[config.mk]
export PLATFORM = sky130hd
export DESIGN_NAME = lpac_front
export DESIGN_NICKNAME = d
export VERILOG_FILES = /design/src/design/lpac_pkg.sv /design/src/design/lpac_front.sv
export SDC_FILE = /design/constraint.sdc
export NUM_CORES = 1
export LEC_CHECK = 0
export ABC_AREA = 0
export BUFFER_PORTS_ARGS = -buffer_cell sky130_fd_sc_hd__buf_2
export CAP_MARGIN = 20
export CORE_MARGIN = 4
export CORE_UTILIZATION = 45
export DETAILED_ROUTE_END_ITERATION = 12
export PLACE_DENSITY = 0.73
export SETUP_SLACK_MARGIN = 0.4
export SLEW_MARGIN = 20
export SYNTH_ARGS = -nofsm -noshare
export SYNTH_HDL_FRONTEND = slang
export SYNTH_SLANG_ARGS = --single-unit
export TNS_END_PERCENT = 20
[constraint.sdc]
create_clock -name clk -period 3.5 [get_ports clk]
set_input_delay 0.875 -clock clk [delete_from_list [all_inputs] [get_ports clk]]
set_output_delay 0.875 -clock clk [all_outputs]
set_load 0.05 [all_outputs]
[src/design/lpac_pkg.sv]
// Package for the lock-in PI controller: constants, CORDIC angle table, shared types.
// No dependencies.
package lpac_pkg;

  localparam int CORDIC_STEPS = 20;
  localparam logic signed [31:0] DEG_90 = 32'sd5898240;
  localparam logic signed [31:0] DEG_180 = 32'sd11796480;
  localparam logic signed [31:0] DEG_360 = 32'sd23592960;
  localparam logic signed [31:0] HALF_VOLT = 32'sd32768;
  localparam logic [31:0] INV_GAIN_Q32 = 32'd2608131496;
  localparam logic signed [31:0] INV_GAIN_Q30 = 32'sd652032875;
  localparam int SUM_BITS = 48;

  localparam logic [3:0] REG_PERIOD = 4'd0;
  localparam logic [3:0] REG_STEP = 4'd1;
  localparam logic [3:0] REG_VOLT = 4'd2;
  localparam logic [3:0] REG_PGAIN = 4'd3;
  localparam logic [3:0] REG_IGAIN = 4'd4;
  localparam logic [3:0] REG_ATOL = 4'd5;
  localparam logic [3:0] REG_PTOL = 4'd6;
  localparam logic [3:0] REG_INIT = 4'd7;

  function automatic logic signed [31:0] atan_deg(input logic [4:0] i);
    logic signed [31:0] r;
    case (i)
      5'd0: r = 32'sd2949120;
      5'd1: r = 32'sd1740967;
      5'd2: r = 32'sd919879;
      5'd3: r = 32'sd466945;
      5'd4: r = 32'sd234379;
      5'd5: r = 32'sd117304;
      5'd6: r = 32'sd58666;
      5'd7: r = 32'sd29335;
      5'd8: r = 32'sd14668;
      5'd9: r = 32'sd7334;
      5'd10: r = 32'sd3667;
      5'd11: r = 32'sd1833;
      5'd12: r = 32'sd917;
      5'd13: r = 32'sd458;
      5'd14: r = 32'sd229;
      5'd15: r = 32'sd115;
      5'd16: r = 32'sd57;
      5'd17: r = 32'sd29;
      5'd18: r = 32'sd14;
      5'd19: r = 32'sd7;
      default: r = 32'sd0;
    endcase
    return r;
  endfunction

  // One queue entry: the sample and whether it closes a period.
  typedef struct packed {
    logic signed [15:0] smp;
    logic               last;
  } lpac_item_t;

endpackage

[src/design/lpac_front.sv]
// Front part: takes samples, counts the period and pushes items into a short queue.
// Depends on lpac_pkg.
module lpac_front import lpac_pkg::*; #(
  parameter int SAMPLE_BITS = 14
) (
  input  logic                          clk,
  input  logic                          rst,
  input  logic                          valid_in,
  output logic                          stall_in,
  input  logic signed [SAMPLE_BITS-1:0] sample,
  input  logic [10:0]                   period,
  output logic                          q_valid,
  output lpac_item_t                    q_item,
  input  logic                          q_pop
);

  localparam int QD = 4;
  lpac_item_t q [QD];
  logic [1:0] wp, rp;
  logic [2:0] cnt;
  logic [9:0] sample_count;
  logic [10:0] n;
  logic push;

  always_comb begin
    n = period;
    if (period < 11'd2) n = 11'd2;
    if (period > 11'd1024) n = 11'd1024;
  end

  assign stall_in = (cnt == 3'(QD));
  assign push = valid_in && !stall_in;
  assign q_valid = (cnt != 3'd0);
  assign q_item = q[rp];

  always_ff @(posedge clk) begin
    if (push) begin
      q[wp].smp <= 16'(sample);
      q[wp].last <= ({1'b0, sample_count} + 11'd1 >= n);
    end
    if (rst) begin
      wp <= '0; rp <= '0; cnt <= '0; sample_count <= '0;
    end else begin
      if (push) begin
        wp <= wp + 2'd1;
        sample_count <= ({1'b0, sample_count} + 11'd1 >= n) ? 10'd0 : sample_count + 10'd1;
      end
      if (q_pop) rp <= rp + 2'd1;
      cnt <= cnt + 3'(push) - 3'(q_pop);
    end
  end

endmodule

==> results.py <==
metrics = {
    "die": {
        "design.die.area_um2": 9346,
        "num_rows": 32,
        "initial_core_util": 0.4603,
        "die_y_um": 96.68,
        "io_pins": 48,
        "coreArea_um2": 7687,
        "fp.dieW_um": 96.68,
    },
    "sta": {
        "tightest_slew_ns": 0.7535,
        "rsz0062_at_grt": "no",
        "finalSetupTns_ns": 0,
        "maxSlewHeadroom": 0.4977,
        "setup_viol": 0,
        "fin_crit_ns": 2.853,
        "fin_skew_ns": 0.01058,
        "fmax_ghz": 0.3505,
        "hold_viol": 0,
        "final.setup.worst_slack_ns": 0.6470,
        "report.final.slew_viol_count": 0,
        "fin_crit_sh": 0.8151,
    },
    "power_and_ir_drop": {
        "powerDensity_nw_per_um2": 588.1,
        "peakVddDrop_uv": 180.8,
        "p_leak_nw": 1.492,
        "power_mw": 2.385,
    },
    "final_layout": {
        "final_cell_mix": "60 x edfxtp_1, 47 x buf_2, 24 x nand2_1, 19 x dfxtp_1, 18 x ha_1",
        "final_nets": 343,
        "fillers": 669,
        "syn2layout_area_growth_pct": 14.64,
        "n_antenna_cell": 0,
        "drive_above_1_share": 0.2833,
        "final_common_cell": "edfxtp_1",
        "final_cell_count_no_fill": 402,
        "final_cell_area_um2": 4056,
    },
    "detailed_routing": {
        "vias": 2069,
        "vias_per_cell": 5.147,
        "avgRoutedWirePerCell_um": 14.79,
        "drt-total-wl_mm": 5.945,
        "antenna_left": 0,
        "drt_iter0_drc": 109,
        "drc": 0,
        "dr.pass1.iters": 5,
    },
    "yosys": {
        "yosys.area.top_type": "edfxtp_1",
        "syn_inst": 249,
        "ys_ff_latch": 79,
        "synth_edf_count": 60,
        "synth.top_cells.by_area": "edfxtp_1 51%, dfxtp_1 11%, mux4_2 9.5%",
        "ys_warn_count": 0,
        "yosysUniqueCellTypes": 38,
        "synth.cell_area_um2": 3538,
        "yosysSeqAreaShare": 0.6167,
        "syn_avg_cell_area_um2": 14.21,
        "ys.flop_type": "edfxtp_1",
        "synthArstFlopShare": 0,
        "syn_nets": 297,
        "synth_top_area_frac": 0.5092,
    },
    "setup_path": {
        "startpoint": "sample_count[0]$_SDFFE_PP0P_",
        "worstPathRequired_ns": 3.58,
        "reg2reg_to": "q[2][0]$_DFFE_PP_",
        "r2r_cells": 10,
        "critPathSlowestCell": "dfxtp_1",
        "cp.arrival_ns": 2.93,
        "cp_max_fo": 14,
        "reg2reg_slack_ns": 0.65,
        "crit_path_end_kind": "register",
        "startpoint_type": "register",
        "crit_type": "register to register",
        "reg2reg_from": "sample_count[0]$_SDFFE_PP0P_",
        "max_stage_delay_ns": 0.43,
        "path_cells": "ha_1 > and4_1 > and4_1 > xor2_1 > ha_1 > nand4_1 > a21oi_1 > a2111oi_4 > buf_4 > nand2_1",
    },
    "grt": {
        "antenna_found_initial": 0,
        "track_usage": 0.1388,
        "grt_max_degree": 20,
        "grt_pass1_vias": 2133,
        "overflow": 0,
        "grt_first_pass_wirelength_mm": 10.27,
    },
    "clock_tree": {
        "cts_resized": 0,
        "h-tree-depth": 3,
        "cts.path.max_buffers": 2,
        "cts.clk_slew.worst_paths_ns": 0.08,
        "cts_root_buffer": "clkbuf_8",
        "cts_made_buffers": 9,
        "tritoncts": "built",
        "hold_buffers": 0,
        "postCtsSetupBuffers": 0,
        "clk_latency_ns": 0.34,
        "cts_sinks": 79,
    },
    "placement": {
        "place_inst": 386,
        "place_hpwl_mm": 4.199,
        "dp_slack_ns": 0.1504,
        "placed_area_um2": 3849,
        "portBuffers": 47,
        "gp_congestion": 0.7878,
    },
    "worst_hold_path": {
        "hold_depth": 2,
        "whs_endpoint": "sample_count[1]$_SDFFE_PP0P_",
        "hp-start": "sample_count[1]$_SDFFE_PP0P_",
        "hp-class": "register to register",
    },
    "job": {
        "cap_viol_max_count": 0,
    },
    "run_status": {
        "status": "finished clean",
    },
}
-- final cells by class --
class,instances,area (um^2),area share
repair buffers,51,265.3,0.06539
clock buffers,13,181.4,0.04473
flip-flops and latches,79,2182,0.5379
multi-input cells,146,1247,0.3075
inverters,8,30.03,0.007403
well taps,102,127.6,0.03146
clock inverters,3,22.52,0.005552
-- stage by stage --
stage | utilization | hold WS (ns)
2_1_floorplan | - | 0.4492
3_3_place_gp | 0.5007 | 0.4689
3_5_place_dp | 0.5007 | 0.4691
4_1_cts | 0.5272 | 0.4806
5_1_grt | 0.5277 | 0.5250
6_report | 0.5277 | 0.4773
-- routing by layer --
layer	wire length [um]	vias to the layer above	track usage
met5	0	-	0
met4	89	0	0.05832
met3	335	10	0.04110
met2	2875	58	0.2314
met1	2645	973	0.1678
li1	-	1028	-
-- critical path, delay by kind of cell (launching register included) --
kind	cells	cell delay (ns)
compound gates	2	0.42
xor+xnor	1	0.25
fa+ha+maj	2	0.57
buf+inv	1	0.24
flops	1	0.43
simple gates	4	0.68
-- sequential cells by signal, indices dropped and copies added, names as in the netlist, named ones only --
register,cells
cnt,3
q,60
sample_count,10
wp,2
rp,2
-- how the worst max path moves through the flow --
stage	cells past startpoint	slack [ns]	end
5_1_grt	12	0.40	sample_count[4]$_SDFFE_PP0P_
3_5_place_dp	10	0.15	sample_count[5]$_SDFFE_PP0P_
2_1_floorplan	10	0.55	sample_count[7]$_SDFFE_PP0P_
6_report	10	0.65	q[2][0]$_DFFE_PP_
4_1_cts	10	0.53	sample_count[5]$_SDFFE_PP0P_
3_3_place_gp	9	0.25	sample_count[9]$_SDFFE_PP0P_
-- synthesized netlist by cell type, drive strengths merged, types with 4 or more instances --
cell type / number
buf: 9
nor2: 14
clkbuf: 7
xnor2: 8
ha: 18
nand3: 9
a21oi: 10
mux4: 15
xor2: 5
dfxtp: 19
edfxtp: 60
and2: 4
nand2: 24
nand4: 8
inv: 7
nor3: 5
-- cells by family (layout without fill, tap and decap cells) --
family                     count (synthesis)  after routing  synth area share
AOI/OAI and AO/OA                         20             20           0.04102
buffers and inverters                     24             75           0.03324
DFF                                       79             79            0.6167
xor gates and xnor gates                  13             13           0.03218
adders and majority gates                 19             19           0.06931
and+or+nand+nor                           79             79            0.1121
muxes                                     15             15           0.09547
-- report_power, final --
group          leakage, nW  internal (mW)  switching [mW]  total (mW)
clock                0.100          0.346           0.313       0.659
sequential           0.705           1.12          0.0475        1.16
combinational        0.686          0.180           0.382       0.562
No activity file was read; power rests on OpenSTA's default activity.
